### config.mk
export PLATFORM = sky130hd
export DESIGN_NAME = max_heap_priority_queue
export DESIGN_NICKNAME = d
export VERILOG_FILES = /design/src/hw/rtl/mhpq_pkg.sv /design/src/hw/rtl/max_heap_priority_queue.sv
export SDC_FILE = /design/constraint.sdc
export NUM_CORES = 2
export LEC_CHECK = 0
export ABC_AREA = 1
export BUFFER_PORTS_ARGS = -buffer_cell sky130_fd_sc_hd__buf_2
export CAP_MARGIN = 25
export CORE_MARGIN = 3
export CORE_UTILIZATION = 36
export DETAILED_ROUTE_END_ITERATION = 16
export REMOVE_ABC_BUFFERS = 1
export SKIP_CTS_REPAIR_TIMING = 1
export SLEW_MARGIN = 25
export SYNTH_ARGS = -nofsm -noshare
export SYNTH_HDL_FRONTEND = slang
export SYNTH_SLANG_ARGS = --single-unit
### constraint.sdc
create_clock -name clk -period 7.2 [get_ports clk]
set_clock_uncertainty 0.05 [all_clocks]
set_input_delay 1.44 -clock clk [delete_from_list [all_inputs] [get_ports clk]]
set_output_delay 1.44 -clock clk [all_outputs]
set_load 0.02 [all_outputs]
### src/hw/rtl/mhpq_pkg.sv
package mhpq_pkg;

	localparam int CAPACITY = 64;
	localparam int ADDR_W   = $clog2(CAPACITY);
	localparam int CNT_W    = $clog2(CAPACITY + 1);
	localparam int IDX_W    = ADDR_W + 2;
	localparam int KEY_W    = 32;
	localparam int OCC_W    = 7;

	typedef logic signed [KEY_W-1:0] key_t;

	localparam key_t EMPTY_KEY = '1;

	typedef enum logic [1:0] {
		ST_DONE  = 2'd0,
		ST_EMPTY = 2'd1,
		ST_FULL  = 2'd2
	} status_t;

endpackage

### src/hw/rtl/max_heap_priority_queue.sv
// Binary max-heap priority queue of signed 32-bit keys, up to 64 entries. Raise start with
// mode and key while busy is low; every transfer yields exactly one result, shown for one
// cycle with done high, and the result cannot be held off by the receiver. An enqueue on a
// full queue or a dequeue on an empty one reports in the cycle after the transfer. An
// enqueue compares the new key with each parent in turn on its way up; a dequeue
// compares the moved key with the children of each node on its way down. The single
// read port of the heap memory is read once per parent and once per child. The next
// transfer may start in the cycle in which done is high.
module max_heap_priority_queue
	import mhpq_pkg::*;
(
	input  logic             clk,
	input  logic             arst_n,
	input  logic             start,
	output logic             busy,
	input  logic             mode,
	input  key_t             key,
	output logic             done,
	output key_t             out_key,
	output logic [1:0]       status,
	output logic [OCC_W-1:0] occupancy
);

	typedef enum logic [9:0] {
		S_IDLE      = 10'b00_0000_0001,
		S_ENQ_RD    = 10'b00_0000_0010,
		S_ENQ_CMP   = 10'b00_0000_0100,
		S_ENQ_WR    = 10'b00_0000_1000,
		S_DEQ_ROOT  = 10'b00_0001_0000,
		S_DEQ_RLAST = 10'b00_0010_0000,
		S_DEQ_LAST  = 10'b00_0100_0000,
		S_DN_RD_L   = 10'b00_1000_0000,
		S_DN_RD_R   = 10'b01_0000_0000,
		S_DN_CMP_R  = 10'b10_0000_0000
	} state_t;

	key_t mem [CAPACITY];

	state_t            state_q;
	logic [CNT_W-1:0]  count_q;
	logic [ADDR_W-1:0] pos_q;
	key_t              key_q;
	key_t              rd_q;
	key_t              left_q;
	logic              done_q;
	key_t              out_key_q;
	status_t           status_q;

	logic              mem_we;
	logic [ADDR_W-1:0] mem_wa;
	key_t              mem_wd;
	logic [ADDR_W-1:0] mem_ra;

	logic [ADDR_W-1:0] pos_m1;
	logic [ADDR_W-1:0] parent;
	logic [IDX_W-1:0]  l_idx;
	logic [IDX_W-1:0]  r_idx;
	logic              has_l;
	logic              has_r;
	logic              accept;
	logic              full;
	logic              right_wins;
	key_t              best_val;
	logic [ADDR_W-1:0] best_idx;

	assign accept = start && (state_q == S_IDLE);
	assign full   = (count_q == CNT_W'(CAPACITY));
	assign pos_m1 = pos_q - ADDR_W'(1);
	assign parent = pos_m1 >> 1;
	assign l_idx  = (IDX_W'(pos_q) << 1) + IDX_W'(1);
	assign r_idx  = l_idx + IDX_W'(1);
	assign has_l  = l_idx < IDX_W'(count_q);
	assign has_r  = r_idx < IDX_W'(count_q);

	// The right child only wins when strictly greater, so ties keep the left child.
	assign right_wins = rd_q > left_q;
	assign best_val   = right_wins ? rd_q : left_q;
	assign best_idx   = right_wins ? r_idx[ADDR_W-1:0] : l_idx[ADDR_W-1:0];

	always_comb begin
		mem_we = 1'b0;
		mem_wa = pos_q;
		mem_wd = key_q;
		mem_ra = '0;
		unique case (state_q)
			S_ENQ_RD: begin
				mem_ra = parent;
			end
			S_ENQ_CMP: begin
				mem_we = 1'b1;
				mem_wd = (key_q > rd_q) ? rd_q : key_q;
			end
			S_ENQ_WR: begin
				mem_we = 1'b1;
			end
			S_DEQ_RLAST: begin
				mem_ra = count_q[ADDR_W-1:0];
			end
			S_DN_RD_L: begin
				mem_ra = l_idx[ADDR_W-1:0];
				mem_we = !has_l;
			end
			S_DN_RD_R: begin
				mem_ra = r_idx[ADDR_W-1:0];
				mem_we = !has_r;
				mem_wd = (rd_q > key_q) ? rd_q : key_q;
			end
			S_DN_CMP_R: begin
				mem_we = 1'b1;
				mem_wd = (best_val > key_q) ? best_val : key_q;
			end
			default: begin
				mem_ra = '0;
			end
		endcase
	end

	always_ff @(posedge clk) begin
		if (mem_we) begin
			mem[mem_wa] <= mem_wd;
		end
		rd_q <= mem[mem_ra];
	end

	always_ff @(posedge clk or negedge arst_n) begin
		if (!arst_n) begin
			state_q   <= S_IDLE;
			count_q   <= '0;
			done_q    <= 1'b0;
			status_q  <= ST_DONE;
			out_key_q <= '0;
			pos_q     <= '0;
			key_q     <= '0;
			left_q    <= '0;
		end else begin
			done_q <= 1'b0;
			unique case (state_q)
				S_IDLE: begin
					if (accept) begin
						key_q     <= key;
						out_key_q <= '0;
						status_q  <= ST_DONE;
						pos_q     <= '0;
						if (!mode) begin
							if (full) begin
								status_q <= ST_FULL;
								done_q   <= 1'b1;
							end else begin
								count_q <= count_q + CNT_W'(1);
								pos_q   <= count_q[ADDR_W-1:0];
								state_q <= (count_q == '0) ? S_ENQ_WR : S_ENQ_RD;
							end
						end else begin
							if (count_q == '0) begin
								out_key_q <= EMPTY_KEY;
								status_q  <= ST_EMPTY;
								done_q    <= 1'b1;
							end else begin
								count_q <= count_q - CNT_W'(1);
								state_q <= S_DEQ_ROOT;
							end
						end
					end
				end
				S_ENQ_RD: begin
					state_q <= S_ENQ_CMP;
				end
				S_ENQ_CMP: begin
					if (key_q > rd_q) begin
						pos_q   <= parent;
						state_q <= (parent == '0) ? S_ENQ_WR : S_ENQ_RD;
					end else begin
						done_q  <= 1'b1;
						state_q <= S_IDLE;
					end
				end
				S_ENQ_WR: begin
					done_q  <= 1'b1;
					state_q <= S_IDLE;
				end
				S_DEQ_ROOT: begin
					state_q <= S_DEQ_RLAST;
				end
				S_DEQ_RLAST: begin
					out_key_q <= rd_q;
					if (count_q == '0) begin
						done_q  <= 1'b1;
						state_q <= S_IDLE;
					end else begin
						state_q <= S_DEQ_LAST;
					end
				end
				S_DEQ_LAST: begin
					key_q   <= rd_q;
					state_q <= S_DN_RD_L;
				end
				S_DN_RD_L: begin
					if (has_l) begin
						state_q <= S_DN_RD_R;
					end else begin
						done_q  <= 1'b1;
						state_q <= S_IDLE;
					end
				end
				S_DN_RD_R: begin
					left_q <= rd_q;
					if (has_r) begin
						state_q <= S_DN_CMP_R;
					end else if (rd_q > key_q) begin
						pos_q   <= l_idx[ADDR_W-1:0];
						state_q <= S_DN_RD_L;
					end else begin
						done_q  <= 1'b1;
						state_q <= S_IDLE;
					end
				end
				S_DN_CMP_R: begin
					if (best_val > key_q) begin
						pos_q   <= best_idx;
						state_q <= S_DN_RD_L;
					end else begin
						done_q  <= 1'b1;
						state_q <= S_IDLE;
					end
				end
				default: begin
					state_q <= S_IDLE;
				end
			endcase
		end
	end

	assign busy      = (state_q != S_IDLE);
	assign done      = done_q;
	assign out_key   = out_key_q;
	assign status    = status_q;
	assign occupancy = OCC_W'(count_q);

endmodule

==> results_dict.tcl <==
set metrics [dict create \
    synth.avg_cell_area_sq_um 10.7 \
    rsz0062_at_grt "false" \
    crit_arrival_ns 7.03 \
    worstPathRequired_ns 7.73 \
    busiest_layer "met2" \
    rr_startpoint "left_q[23]" \
    die_height_um 531 \
    endpoint_kind "flip-flop" \
    synthCells 9248 \
    p_switching_mw 14.6 \
    status "completed" \
    swShare_pct 36.6 \
    ys_warn_count 0 \
    post-place-ws_ns 0.873 \
    track_usage_pct 25.6 \
    clock_sinks 2202 \
    path_clk_slew_ns 0.06 \
    fp.dieW_um 531 \
    insertion_delay_ns 0.91 \
    start_kind "flip-flop" \
    hold_path_class "flip-flop to flip-flop" \
    ff_latch_area_sq_um 65200 \
    whs_ns 0.459 \
    rrSetupSlack_ns 0.71 \
    met1_usage_pct 33.6 \
    place_congestion 0.932 \
    setup_ws_ns 0.705 \
    cts_root_buf "clkbuf_16" \
    max_freq_mhz 154 \
    p_leak_nw 42.1 \
    multi_input_area_sq_um 27200 \
    antenna_found_initial 28 \
    final_cell_count_no_fill 12900 \
    htreeDepth 4 \
    die_area_sq_um 282000 \
    remaining_drc_errors 0 \
    worstHoldStart "out_key[16]" \
    grt_overflow 0 \
    drt.antenna.violating_nets 0 \
    floorplan.io_pins 79 \
    cp_max_fo 47 \
    slew_violations 0 \
    avgViaCountPerCell 5.90 \
    io_buffer_count 78 \
    numCtsBuffers 221 \
    synthDistinctLibCells 52 \
    pwr-share-comb_pct 30.0 \
    ys_async_sr_fraction_pct 5.54 \
    clk_path_buf_depth 3 \
    area_delta_synth_final_pct 12.5 \
    r2r-end "mem[58][15]" \
    critPathKind "flip-flop to flip-flop" \
    setup_viol 0 \
    placedCellCount 12500 \
    vias 76200 \
    min_to "out_key[16]" \
    p_per_area_nw_per_um2 357 \
    placed_cell_area_sq_um 105000 \
    clockPowerShare_pct 28.2 \
    power.share.sequential_pct 41.9 \
    met3_usage_pct 6.92 \
    core-area_sq_um 274000 \
    grt_pass1_wl_um 525000 \
    worst_pin_slew_ns 1.16 \
    power.internal_mw 25.2 \
    holdPathStages 2 \
    start_util_pct 36.2 \
    final-hold-violation-count 0 \
    routed_wl_um 369000 \
    final_area_sq_um 112000 \
    ys.flop_type "edfxtp_1" \
    ir_drop_mv 0.316 \
    drive_gt1_share_pct 8.47 \
    yosysSeqAreaShare_pct 65.8 \
    fillers 25900 \
    cts_tree "yes" \
    wire_per_inst_um 28.6 \
    final_cell_mix "2048 x edfxtp_1, 1824 x nand3_1, 1599 x nand2_1" \
    netlist_area_sq_um 99100 \
    synth_edf_count 2048 \
    nNetsFinal 9292 \
    grt_max_degree 157 \
    finalCriticalPeriod_ns 6.49 \
    dr.first_iter.drc_count 11000 \
    grt_util_met2_pct 38.2 \
    period_share_pct 90.2 \
    max_slew_margin_pct 22.8 \
    reg2regPathDepth 24 \
    drt-pass1-iter-count 7 \
    final_common_cell "edfxtp_1" \
    dpl.hpwl_um 212000 \
    drv_cap 0 \
    ys_ff_latch 2202 \
    rows 192 \
    grt_pass1_vias 71000 \
]
==> cell type report <==
class	instances	area share, %
sequential	2202	58.4
multi-input combinational	5173	24.4
clock buffer	288	5.28
inverter	1193	4.03
tap	3589	4.02
timing repair buffer	346	2.93
clock inverter	116	0.865
antenna	12	0.0269
==> synthesized netlist by cell type (6+ instances only) <==
cell	number	area, sq um
buf_1	38	143
nor2_1	163	612
o21ai_0	85	425
edfxtp_1	2048	61500
a211oi_1	32	240
nor3_2	7	70.1
dfxtp_1	32	641
o211ai_1	137	1030
nand3_1	1852	9270
a21oi_1	149	746
xor2_1	10	87.6
buf_4	31	233
inv_1	1178	4420
buf_2	275	1380
nor3_1	14	70.1
ha_1	118	1480
nor2_2	8	50.1
dfrtp_1	121	3030
o21a_1	6	45.0
nand2_2	6	37.5
o22ai_1	6	37.5
inv_2	15	56.3
clkbuf_1	335	1260
nand2_1	1603	6020
nand4_1	932	5830
==> per-stage QoR <==
stage / total power, mW / utilization (%) / TNS (ns)
detailed placement: 28.5 / 38.2 / 0
global placement: 28.4 / 38.1 / 0
CTS: 39.6 / 40.7 / 0
global route: 41.3 / 40.7 / 0
finish: 39.8 / 40.7 / 0
floorplan: 23.9 / - / -746.52
==> cells by family after synthesis <==
group	count (synthesis)	share of synthesized area, %
buffers and inverters	1873	7.56
xor gates and xnor gates	11	0.0972
and+or+nand+nor	4610	22.4
AOI/OAI and AO/OA	433	2.70
DFF	2202	65.8
adders and majority gates	119	1.51
==> per-layer routing <==
metal / share of wire [%] / up-vias
met5: 0.042 / -
met4: 6.7 / 24
met3: 12 / 1072
met2: 43 / 5225
met1: 38 / 37300
li1: - / 32600
==> flip-flops by register name, indices dropped and copies added (netlist names) <==
signal     flops
done           1
out_key       32
left_q        32
state_q       10
rd_q          32
key_q         32
mem_wa         6
occupancy      7
status         2
mem         2048
==> critical path, stage by stage, from the launching register on <==
cell	delay [ns]
dfrtp_1	0.36
inv_1	0.06
ha_1	0.29
nand2_1	0.07
nor2_1	0.18
nand4_1	0.20
nor2_1	0.20
nand4_1	0.46
nand3_2	0.50
buf_12	0.28
o21ai_0	0.17
ha_1	0.34
nand2_1	0.06
o21ai_0	0.40
nor2_1	0.09
nand2_1	0.08
nand2_1	0.06
nand3_1	0.07
nand3_1	0.13
nand2_1	0.26
nand4_1	0.13
buf_4	0.28
nand2_1	0.13
nand3_2	0.72
buf_4	0.53
==> worst max path at each step <==
stage	start	end	slack (ns)	depth (start not counted)
floorplan	state_q[8]	rd_q[12]	-23.54	11
CTS	left_q[21]	mem[58][15]	0.82	23
global placement	left_q[23]	mem[56][15]	0.86	26
detailed placement	left_q[23]	mem[57][15]	0.87	23
finish	left_q[23]	mem[58][15]	0.71	24
global route	left_q[23]	mem[58][15]	0.31	23
==> power groups by stage <==
stage          sequential [mW]  clock (mW)  combinational (mW)
4_1_cts                   16.6        11.3                11.6
2_1_floorplan             17.0           0                6.86
3_3_place_gp              16.9           0                11.5
5_1_grt                   16.7        11.8                12.8
6_report                  16.7        11.2                11.9
3_5_place_dp              16.9           0                11.6
Note: power is estimated with default switching activity, not from simulation.
